[src/rtl/nrbd_pkg.sv]
`timescale 1ns / 1ps
// ----------------------------------------------------------------------------
// Next reaction birth-death step: shared definitions
// Types, codes and default sizes shared by the controller, the datapath and
// the top level.
// ----------------------------------------------------------------------------
package nrbd_pkg;

  localparam int TABLE_DEPTH_DEF    = 1024;
  localparam int STEPS_PER_UNIT_DEF = 100;
  localparam int COUNT_BITS_DEF     = 20;

  localparam logic [47:0] MAX48 = {48{1'b1}};

  typedef enum logic [1:0] {
    OP_LOAD,
    OP_START,
    OP_STEP,
    OP_NONE
  } op_e;

  localparam logic [1:0] ST_OK   = 2'd0;
  localparam logic [1:0] ST_NONE = 2'd1;
  localparam logic [1:0] ST_END  = 2'd2;

  localparam logic [1:0] CFG_DEATH_COEF  = 2'd0;
  localparam logic [1:0] CFG_BIRTH_CROWD = 2'd1;
  localparam logic [1:0] CFG_DEATH_CROWD = 2'd2;
  localparam logic [1:0] CFG_END_TIME    = 2'd3;

  typedef enum logic [3:0] {
    MS_N2,
    MS_IP,
    MS_IQ,
    MS_XD,
    MS_DI,
    MS_XB,
    MS_BI,
    MS_T0,
    MS_T1
  } mul_sel_e;

  typedef struct packed {
    logic      cap;
    logic      tbl_wr;
    logic      start;
    logic      idx;
    logic      rd;
    logic      mul_go;
    mul_sel_e  msel;
    logic      div_go;
    logic      div_ch;
    logic      sel;
    logic      adv;
    logic      rates;
    logic      set_st;
    logic [1:0] st;
    logic      out_ld;
  } dp_cmd_t;

  typedef struct packed {
    logic end_hit;
    logic ok0;
    logic ok1;
    logic mul_done;
    logic div_done;
  } dp_sts_t;

endpackage

[src/rtl/nrbd_ctrl.sv]
`timescale 1ns / 1ps
// ----------------------------------------------------------------------------
// Next reaction birth-death step: controller
// Sequences table writes, run starts and event steps over the datapath and
// owns the input and output handshakes.
// ----------------------------------------------------------------------------
module nrbd_ctrl (
  input  logic              clk_i,
  input  logic              rst_ni,
  input  logic              in_valid_i,
  output logic              in_ready_o,
  input  logic [1:0]        op_i,
  output logic              out_valid_o,
  input  logic              out_ready_i,
  output nrbd_pkg::dp_cmd_t cmd_o,
  input  nrbd_pkg::dp_sts_t sts_i
);
  import nrbd_pkg::*;

  typedef enum logic [3:0] {
    S_IDLE,
    S_DECODE,
    S_DIV_GO,
    S_DIV_WAIT,
    S_SEL,
    S_MUL_GO,
    S_MUL_WAIT,
    S_ADV,
    S_IDX,
    S_RD,
    S_RATES,
    S_FIN
  } state_e;

  state_e   state_q;
  op_e      op_q;
  logic     rates_q;
  logic     ch_q;
  logic     out_valid_q;
  mul_sel_e msel_q;
  logic     in_acc;
  logic     out_free;

  assign in_ready_o  = (state_q == S_IDLE);
  assign in_acc      = in_valid_i & in_ready_o;
  assign out_free    = !out_valid_q || out_ready_i;
  assign out_valid_o = out_valid_q;

  always_comb begin
    cmd_o      = '0;
    cmd_o.cap  = in_acc;
    cmd_o.msel = msel_q;
    cmd_o.div_ch = ch_q;
    case (state_q)
      S_DECODE: begin
        case (op_q)
          OP_LOAD:  cmd_o.tbl_wr = 1'b1;
          OP_START: cmd_o.start = 1'b1;
          OP_STEP: begin
            if (sts_i.end_hit) begin
              cmd_o.set_st = 1'b1;
              cmd_o.st     = ST_END;
            end else if (!sts_i.ok0 && !sts_i.ok1) begin
              cmd_o.set_st = 1'b1;
              cmd_o.st     = ST_NONE;
            end
          end
          default: ;
        endcase
      end
      S_DIV_GO: cmd_o.div_go = 1'b1;
      S_SEL:    cmd_o.sel = 1'b1;
      S_MUL_GO: cmd_o.mul_go = 1'b1;
      S_ADV:    cmd_o.adv = 1'b1;
      S_IDX:    cmd_o.idx = 1'b1;
      S_RD:     cmd_o.rd = 1'b1;
      S_RATES:  cmd_o.rates = 1'b1;
      S_FIN:    cmd_o.out_ld = out_free;
      default: ;
    endcase
  end

  always_ff @(posedge clk_i or negedge rst_ni) begin
    if (!rst_ni) begin
      state_q     <= S_IDLE;
      op_q        <= OP_NONE;
      rates_q     <= 1'b0;
      ch_q        <= 1'b0;
      msel_q      <= MS_N2;
      out_valid_q <= 1'b0;
    end else begin
      if (cmd_o.out_ld) begin
        out_valid_q <= 1'b1;
      end else if (out_ready_i) begin
        out_valid_q <= 1'b0;
      end
      case (state_q)
        S_IDLE: begin
          if (in_acc) begin
            op_q    <= op_e'(op_i);
            rates_q <= 1'b0;
            state_q <= S_DECODE;
          end
        end
        S_DECODE: begin
          case (op_q)
            OP_START: begin
              rates_q <= 1'b1;
              state_q <= S_IDX;
            end
            OP_STEP: begin
              if (sts_i.end_hit || (!sts_i.ok0 && !sts_i.ok1)) begin
                state_q <= S_IDX;
              end else begin
                ch_q    <= !sts_i.ok0;
                state_q <= S_DIV_GO;
              end
            end
            default: state_q <= S_IDX;
          endcase
        end
        S_DIV_GO: state_q <= S_DIV_WAIT;
        S_DIV_WAIT: begin
          if (sts_i.div_done) begin
            if (!ch_q && sts_i.ok1) begin
              ch_q    <= 1'b1;
              state_q <= S_DIV_GO;
            end else begin
              state_q <= S_SEL;
            end
          end
        end
        S_SEL: begin
          msel_q  <= MS_T0;
          rates_q <= 1'b1;
          state_q <= S_MUL_GO;
        end
        S_MUL_GO: state_q <= S_MUL_WAIT;
        S_MUL_WAIT: begin
          if (sts_i.mul_done) begin
            case (msel_q)
              MS_T1: state_q <= S_ADV;
              MS_BI: state_q <= S_RATES;
              default: begin
                msel_q  <= mul_sel_e'(msel_q + 4'd1);
                state_q <= S_MUL_GO;
              end
            endcase
          end
        end
        S_ADV: state_q <= S_IDX;
        S_IDX: state_q <= S_RD;
        S_RD: begin
          if (rates_q) begin
            msel_q  <= MS_N2;
            state_q <= S_MUL_GO;
          end else begin
            state_q <= S_FIN;
          end
        end
        S_RATES: state_q <= S_FIN;
        S_FIN: begin
          if (out_free) begin
            state_q <= S_IDLE;
          end
        end
        default: state_q <= S_IDLE;
      endcase
    end
  end

endmodule

[config.mk]
export PLATFORM = sky130hd
export DESIGN_NAME = nrbd_ctrl
export DESIGN_NICKNAME = d
export VERILOG_FILES = /design/src/rtl/nrbd_pkg.sv /design/src/rtl/nrbd_ctrl.sv
export SDC_FILE = /design/constraint.sdc
export NUM_CORES = 1
export LEC_CHECK = 0
export ABC_CLOCK_PERIOD_IN_PS = 1700
export BUFFER_PORTS_ARGS = -buffer_cell sky130_fd_sc_hd__buf_2
export CORE_AREA = 2 2 53 55
export DETAILED_ROUTE_END_ITERATION = 6
export DIE_AREA = 0 0 55 57
export PLACE_DENSITY = 0.73
export SLEW_MARGIN = 20
export SYNTH_ARGS = -nofsm -noshare
export SYNTH_HDL_FRONTEND = slang
export SYNTH_SLANG_ARGS = --single-unit
[constraint.sdc]
create_clock -name clk_i -period 1.7 [get_ports clk_i]
set_clock_uncertainty 0.2 [all_clocks]
set_input_delay 0.085 -clock clk_i [delete_from_list [all_inputs] [get_ports clk_i]]
set_output_delay 0.085 -clock clk_i [all_outputs]
set_load 0.05 [all_outputs]
==> summary.md, run 1 <==
| Metric | Value |
|---|---|
| Crit-path cells | or4b_4 -> buf_4 -> nor3b_4 -> buf_6 |
| # DRC | 0 |
| Most frequent cells in the layout | buf_6, buf_4, buf_2, a21oi_1, dfrtp_1 |
| Area growth syn-to-layout | 102.3% |
| DR WL/cell | 23.94 µm |
| Post-Route Utilization | 89.23% |
| Seq cells post-synth | 13 |
| Clock Pin Slew Worst Setup and Hold Paths | 100 ps |
| Post-Synthesis Cell Area | 0.001154 mm² |
| Netlist cell types | 46 |
| Worst-case clock buffer depth | 2 |
| Yosys Warn Count | 0 |
| Vias in the first global route | 1,440 |
| CP max-delay cell | or4b_4 |
| Global routing's busiest layer | met2 |
| Die H | 57 µm |
| Reg-to-reg endpoint | state_q[1] |
| Asr flop ratio synth | 100.0% |
| Largest net degree at the start of global routing | 23 |
| P per Cell Area | 1892 mW/mm² |
| Worst reg2reg path depth | 8 |
| Failing checks | negative hold slack, negative setup slack |
| Delay-heaviest family, CP | simple AND/OR/NAND/NOR gates |
| EDFF count, synth | 0 |
| Flop2flop setup slack | -530 ps |
| Buffers on Ports | 31 |
| Total Power | 4.414 mW |
| Commonest non-fill, non-tap cell in the layout | buf_6 |
| I/O pin cnt | 32 |
| Final period utilization | 134.6% |
| Status | finished with violations |
| Fillers | 96 |
| Layout cell share with drive strength beyond 1 | 67.77% |
| Num CTS Buffers | 3 |
| Worst Path Required | 1410 ps |
| Unrepaired setup endpoints after global routing | true |
| Row count | 19 |
| Initial antenna violation count | 0 |
| Largest stage delay, worst path | 560 ps |
| R2R Path Start | state_q[3] |
| Max-cap violations | 0 |
| Register area | 331.6 µm² |
| Initial Util | 44.11% |
| Non-Filler Instances | 242 |
| Die ar. | 0.003135 mm² |
| Seq/Total Area, Yosys | 28.42% |
| CTS Sinks | 13 |
| Area contributors post-synth | dfrtp_1, dfstp_2, nand2b_1, a21oi_1, buf_2 |
| LEAKAGE | 0.9918 nW |
| Worst-Skew Late Latency | 330 ps |
| VDD IR max | 0.001627 V |
| Core area | 0.002615 mm² |
| Multi-input logic area | 0.001079 mm² |
| Worst-path fanout max | 4 |
| HPWL Detailed | 2310 µm |
| Met3 Track Usage GR | 8.639% |
| Initial drt markers | 71 |
| Total global-route track usage | 33.70% |
| First-pass GRT wire length | 7265 µm |
| Via count of the routed design | 1,549 |
| DP Cell Count | 204 |
| Post-Syn Instances | 139 |
| H-tree depth | 1 |
| Ant diodes | 0 |
| CTS tree | built |
| Critical path type | reg2out |
| Pre-CTS setup slack | -183.5 ps |
| Max-slew violation count | 0 |
| Maximum clock rate | 437.0 MHz |
| Final-stage net count | 226 |
| Die X | 55 µm |
| CP Buf/Inv Count | 2 |
| Final hold slack | -28.04 ps |
| Main flop type after synthesis | dfrtp_1 |
| Clock root cell | clkbuf_4 |
| GPL Wtd Cong | 0.8964 |
| Drt pass-1 iters | 5 |
| Post-synth top area cell | dfrtp_1 |
| GRT met2 Usage | 55.95% |
| DRT Wirelength | 5794 µm |
| Worst setup SP type | flop |
| Syn Area/Cell | 8.299 µm² |
| Setup crit end kind | output port |
| Worst Path Arrival | 2000 ps |
| Grt ovf | 0 |
| Vias per Instance | 6.401 |
| HP Class | in2async |
| Minimum clock period | 2289 ps |
| Final ANT Viol Nets | 0 |
| Slew HR | 75.34% |
| Fin worst setup slack | -588.6 ps |
| Measured slew at the worst slew-check pin | 366.0 ps |
| Post-synth top area share | 23.86% |
| Syn_nets | 153 |
| Final setup fails | 27 |
| Grt met1 use | 36.83% |
| Final Hold Fails | 5 |
[worst max path at each step]
stage          startpoint         to  slack (ps)  depth (start not counted)
2_1_floorplan  state_q[3]   cmd_o[1]        -370                          3
3_3_place_gp   state_q[3]   cmd_o[1]        -160                          4
3_5_place_dp   state_q[3]   cmd_o[1]        -180                          4
4_1_cts        state_q[3]   cmd_o[1]        -440                          4
5_1_grt        state_q[3]  cmd_o[16]        -620                          4
6_report       state_q[3]  cmd_o[16]        -590                          4
[metrics by stage]
step / setup TNS, ps / area (µm²)
floorplan: -2166 / 1255
CTS: -6281 / 2197
detailed placement: -1045 / 1491
finish: -10140 / 2333
global route: -10810 / 2333
global placement: -772.7 / 1491
[worst reg2reg max path: stages, from the launching register on]
cell     delay (ps)
dfrtp_1         420
buf_4           140
buf_6           100
buf_6           110
buf_8           130
or4bb_4         600
a21oi_4         170
nor4_2           60
o22ai_1         220
[report_power, final]
group          switching (mW)  internal (mW)
Combinational            1.90           1.65
Clock                   0.138         0.0919
Sequential              0.173          0.466
Total                    2.21           2.21
[final cells by class]
class / instances / area share [%]
Timing Repair Buffer: 79 / 35.55
Sequential cell: 13 / 14.21
Tap cell: 31 / 1.662
Clock buffer: 4 / 1.126
Inverter: 7 / 1.233
Multi-Input combinational cell: 108 / 46.22
[logic make-up after synthesis]
kind of cell             after synthesis  share of synthesized area (%)
adder cells (fa/ha/maj)                3                          3.254
AND/OR/NAND/NOR                       63                          35.25
flip-flops                            13                          28.42
buffers and inverters                 18                          7.375
AO/OA/AOI/OAI                         38                          22.02
multiplexers                           4                          3.688
[cells in the mapped netlist, types with 2 or more instances]
master / count
inv_1: 7
mux2_2: 2
nand2_1: 6
nand3b_1: 4
a211oi_1: 4
buf_2: 8
o31ai_1: 5
o21ai_0: 5
mux2i_1: 2
nor2_1: 8
nor2b_1: 5
a21oi_1: 9
or3b_2: 2
o22ai_1: 4
a31oi_1: 2
and2_1: 2
ha_1: 3
nand2b_1: 8
dfrtp_1: 11
buf_4: 2
nand3_1: 4
o2bb2ai_1: 2
nor3_1: 7
dfstp_2: 2
nor3b_1: 4
[what timing repair did]
item | in CTS | in global routing
setup buffers | 20 | 8
cloned | 4 | 0
hold buffers | 7 | 0
hold endpoints to repair | 18 | 0
endpoints found under the setup margin | 23 | 28
pin swaps | 11 | 15
resized for setup | 88 | 27
[registers in the layout, summed over array words and instances, names as in the netlist]
register / count
state_q: 4
ch_q: 1
out_valid_o: 1
op_q: 2
msel_q: 4
rates_q: 1
[layer usage]
metal | up-vias | wire length (µm)
met4 | 0 | 398
met1 | 757 | 2123
li1 | 666 | -
met2 | 89 | 2829
met5 | - | 0
met3 | 37 | 441
Power figures use the tool's default switching activity.
==> run 2: changes to the inputs <==
Settings changed: ABC_CLOCK_PERIOD_IN_PS 1700 to 2550, CORE_AREA 2 2 53 55 to 2 2 50 52, CTS_BUF_LIST set to sky130_fd_sc_hd__clkbuf_4 sky130_fd_sc_hd__clkbuf_8, DIE_AREA 0 0 55 57 to 0 0 52 54, PLACE_DENSITY 0.73 to 0.78, RECOVER_POWER set to 100.
Clock period 1.7 ns to 2.55 ns, I/O delays scaled along.
==> summary.md, run 2 (synthesis gave the netlist of run 1 again) <==
| Metric | Value |
|---|---|
| Status | finished clean |
| Worst-path fanout max | 9 |
| Hold endpoint | rates_q |
| Largest stage delay, worst path | 530 ps |
| GPL Wtd Cong | 0.9361 |
| Reg-to-reg endpoint | ch_q |
| Row count | 18 |
| Fillers | 215 |
| Final-stage net count | 190 |
| Slew HR | 49.90% |
| I/O pin cnt | 32 |
| Crit-path cells | or4b_4 -> or2_4 -> nor4_4 -> clkbuf_2 |
| Die H | 54 µm |
| First-pass GRT wire length | 4643 µm |
| Multi-input logic area | 734.5 µm² |
| P per Cell Area | 1202 mW/mm² |
| VDD IR max | 0.0008568 V |
| Area growth syn-to-layout | 20.50% |
| Setup TNS | 0 ps |
| Min-delay src | in_valid_i |
| Vias per Instance | 5.839 |
| H-tree depth | 1 |
| Clock root cell | clkbuf_4 |
| CP max-delay cell | or4b_4 |
| Worst Path Arrival | 2060 ps |
| Worst reg2reg path depth | 5 |
| Fin worst setup slack | 161.6 ps |
| Regs by FF count | msel_q: 4 flops, state_q: 4 flops, op_q: 2 flops |
| Ant diodes | 0 |
| Total global-route track usage | 21.95% |
| DR WL/cell | 14.14 µm |
| Flop2flop setup slack | 210 ps |
| DRT Wirelength | 2899 µm |
| Measured slew at the worst slew-check pin | 751.4 ps |
| Grt ovf | 0 |
| Buffers on Ports | 31 |
| Die X | 52 µm |
| Pre-CTS setup slack | 508.2 ps |
| # DRC | 0 |
| Worst-Skew Late Latency | 290 ps |
| Vias in the first global route | 1,102 |
| Maximum clock rate | 418.7 MHz |
| CTS Sinks | 13 |
| Worst setup SP type | flop |
| Initial antenna violation count | 0 |
| Final period utilization | 93.66% |
| Hold path cells | 4 |
| Post-CTS setup buffer count | 0 |
| Minimum clock period | 2388 ps |
| Via count of the routed design | 1,197 |
| R2R Path Start | state_q[0] |
| Die ar. | 0.002808 mm² |
| PostCTS Resize Cnt | 0 |
| # hold bufs at CTS | 7 |
| LEAKAGE | 0.5812 nW |
| Most frequent cells in the layout | clkbuf_1, dfrtp_1, buf_2, a21oi_1, clkbuf_2 |
| Final Hold Fails | 0 |
| Layout cell share with drive strength beyond 1 | 20.57% |
| Final ANT Viol Nets | 0 |
| Initial drt markers | 28 |
| Num CTS Buffers | 3 |
| Clock Pin Slew Worst Setup and Hold Paths | 90 ps |
| Worst-case clock buffer depth | 2 |
| Core area | 0.002320 mm² |
| Drt pass-1 iters | 4 |
| Max-cap violations | 0 |
| Register area | 327.8 µm² |
| CTS tree | built |
| HPWL Detailed | 2147 µm |
| Final hold slack | 14.03 ps |
| Largest net degree at the start of global routing | 24 |
| Unrepaired setup endpoints after global routing | false |
| Initial Util | 49.73% |
| Max-slew violation count | 0 |
| Setup crit end kind | output port |
| Worst Path Required | 2220 ps |
| Critical path type | reg2out |
| Placed Area | 0.001325 mm² |
| Final setup fails | 0 |
| Cell area after layout | 0.001390 mm² |
| Commonest non-fill, non-tap cell in the layout | clkbuf_1 |
| HP Class | in2reg |
-- run 2: cell types whose count changed in the layout (fill, tap and decap cells not counted), sizes merged --
cell / delta
bufbuf: -3
clkbuf: +23
clkinv: +1
buf: -57
-- run 2: worst max-delay path by stage --
stage / slack, ps / from / end / cells after the start
after floorplan: 100 / state_q[1] / cmd_o[16] / 2
after global placement: 560 / state_q[2] / cmd_o[1] / 4
after detailed placement: 510 / state_q[0] / cmd_o[1] / 4
after CTS: 180 / state_q[0] / cmd_o[1] / 4
after global routing: 80 / state_q[2] / cmd_o[18] / 5
final: 160 / state_q[0] / cmd_o[1] / 4
-- run 2: stage by stage --
| stage | instances | utilization, % | total power, mW |
|---|---|---|---|
| finish | 205 | 59.92 | 1.671 |
| global route | 205 | 59.92 | 1.792 |
| CTS | 205 | 61.33 | 1.705 |
| detailed placement | 194 | 57.12 | 1.547 |
| global placement | 194 | 57.12 | 1.520 |
| floorplan | 139 | - | 1.311 |
-- run 2: layout make-up --
cell class / count / area share, %
multi-input combinational: 108 / 52.84
clock buffer: 3 / 1.620
tap: 30 / 2.700
sequential: 13 / 23.58
inverter: 7 / 1.890
timing repair buffer: 43 / 17.01
clock inverter: 1 / 0.3600
-- run 2: worst max-delay path, delay by kind of cell, from the launching register on --
family | cells | cell delay, ps
AND/OR/NAND/NOR | 3 | 960
flip-flops | 1 | 490
buffers and inverters | 1 | 310
-- run 2: per-layer routing --
| layer | up-vias | global-route usage [%] | part of all wire [%] |
|---|---|---|---|
| met1 | 570 | 26.32 | 43 |
| li1 | 582 | - | - |
| met3 | 3 | 1.667 | 5.0 |
| met5 | - | 0 | 0 |
| met4 | 0 | 9.211 | 0.93 |
| met2 | 42 | 40.30 | 51 |
-- run 2: report_power, final --
part / total [mW] / internal [mW] / switching (mW)
Sequential: 0.425 / 0.307 / 0.118
Combinational: 1.11 / 0.364 / 0.747
Clock: 0.136 / 0.0583 / 0.0775
Total: 1.67 / 0.729 / 0.942
==> run 3: changes to the inputs <==
Settings changed: CORE_AREA 2 2 50 52 to 2 2 51 53, CTS_BUF_LIST sky130_fd_sc_hd__clkbuf_4 sky130_fd_sc_hd__clkbuf_8 to sky130_fd_sc_hd__clkbuf_16, DIE_AREA 0 0 52 54 to 0 0 53 55, PLACE_DENSITY 0.78 to 0.76.
==> summary.md, run 3 (synthesis gave the netlist of run 1 again) <==
| Metric | Value |
|---|---|
| Initial drt markers | 54 |
| Worst-path fanout max | 5 |
| Setup TNS | 0 ps |
| Max-slew violation count | 0 |
| Die H | 55 µm |
| H-tree depth | 1 |
| Die ar. | 0.002915 mm² |
| Core area | 0.002365 mm² |
| # hold bufs at CTS | 5 |
| Via count of the routed design | 1,226 |
| Largest net degree at the start of global routing | 24 |
| Setup crit end kind | output port |
| Ant diodes | 0 |
| CTS Sinks | 13 |
| Clock Pin Slew Worst Setup and Hold Paths | 50 ps |
| Total global-route track usage | 24.00% |
| Pre-CTS setup slack | 569.8 ps |
| CTS tree | built |
| Register area | 327.8 µm² |
| Vias per Instance | 6.069 |
| Final period utilization | 91.69% |
| Post-CTS setup buffer count | 0 |
| DR WL/cell | 15.18 µm |
| DRT Wirelength | 3066 µm |
| Buffers on Ports | 31 |
| Unrepaired setup endpoints after global routing | false |
| Vias in the first global route | 1,113 |
| VDD IR max | 0.0007361 V |
| Final setup fails | 0 |
| LEAKAGE | 0.5818 nW |
| Clock root cell | clkbuf_16 |
| PostCTS Resize Cnt | 0 |
| Worst-Skew Late Latency | 240 ps |
| Multi-input logic area | 732.0 µm² |
| First-pass GRT wire length | 5078 µm |
| # DRC | 0 |
| Worst setup SP type | flop |
| Final ANT Viol Nets | 0 |
| Num CTS Buffers | 3 |
| I/O pin cnt | 32 |
| Regs by FF count | msel_q: 4 flops, state_q: 4 flops, op_q: 2 flops |
| Drt pass-1 iters | 4 |
| Fin worst setup slack | 212.0 ps |
| Maximum clock rate | 427.7 MHz |
| Layout cell share with drive strength beyond 1 | 17.44% |
| Row count | 18 |
| HPWL Detailed | 2126 µm |
| Final-stage net count | 187 |
| Final Hold Fails | 0 |
| Initial Util | 48.78% |
| Worst Path Required | 2220 ps |
| Critical path type | reg2out |
| Initial antenna violation count | 0 |
| P per Cell Area | 1292 mW/mm² |
| Status | finished clean |
| GPL Wtd Cong | 0.8721 |
| Worst Path Arrival | 2010 ps |
| Commonest non-fill, non-tap cell in the layout | clkbuf_1 |
| Fillers | 219 |
| Die X | 53 µm |
| Most frequent cells in the layout | clkbuf_1, dfrtp_1, a21oi_1, buf_2 |
| Worst-case clock buffer depth | 2 |
| Slew HR | 49.54% |
| Final hold slack | 29.85 ps |
| Max-cap violations | 0 |
| Area growth syn-to-layout | 22.45% |
| Grt ovf | 0 |
| Post-Route Utilization | 59.74% |
| HP Class | in2reg |
| Measured slew at the worst slew-check pin | 756.8 ps |
| Minimum clock period | 2338 ps |
-- run 3: changes by cell type in the layout (fill, tap and decap cells not counted) --
cell	change
clkinv_2	-1
buf_2	-1
or2_0	+1
dlygate4sd3_1	-2
clkbuf_4	-3
clkbuf_2	-4
or2_4	-1
buf_4	+1
clkbuf_1	+3
inv_1	+1
clkbuf_16	+3
-- run 3: cell type report --
type | count | share of cell area [%]
clock inverters | 1 | 0.2657
flip-flops and latches | 13 | 23.21
well taps | 30 | 2.657
repair buffers | 40 | 14.88
multi-input cells | 108 | 51.82
inverters | 7 | 1.860
clock buffers | 3 | 5.314
-- run 3: worst paths after layout --
check / from / end / slack (ps) / cells past startpoint
hold / removal: sts_i[4] / ch_q / 30 / 3
hold reg to reg: out_valid_o / out_valid_o / 380 / 2
setup reg to reg: state_q[1] / state_q[1] / 460 / 5
max in group asynchronous: rst_ni / state_q[1] / 1410 / 2
setup / recovery: state_q[1] / cmd_o[1] / 210 / 4
min in group asynchronous: rst_ni / msel_q[0] / 270 / 2
-- run 3: stage by stage --
step	power (mW)	instance area [µm²]	instances
global placement	1.516	1318	193
global route	1.949	1413	202
CTS	1.852	1446	202
detailed placement	1.542	1318	193
finish	1.826	1413	202
floorplan	1.311	1154	139
-- run 3: metal layers --
layer  wire length (µm)  vias to the layer above  global-route usage [%]
li1                   -                      585                       -
met1               1337                      599                   30.38
met2               1532                       37                   41.46
met3                158                        5                   4.032
met4                 38                        0                   8.547
met5                  0                        -                       0
-- run 3: report_power, final --
group          switching (mW)  total (mW)  internal, mW
clock network          0.0895       0.297         0.207
registers               0.109       0.418         0.309
logic                   0.770        1.11         0.342
-- run 3: critical path, cell delays in order (launching register included) --
cell	delay, ps
dfrtp_1	370
or4b_4	570
or2_0	350
nor4_4	170
clkbuf_2	310
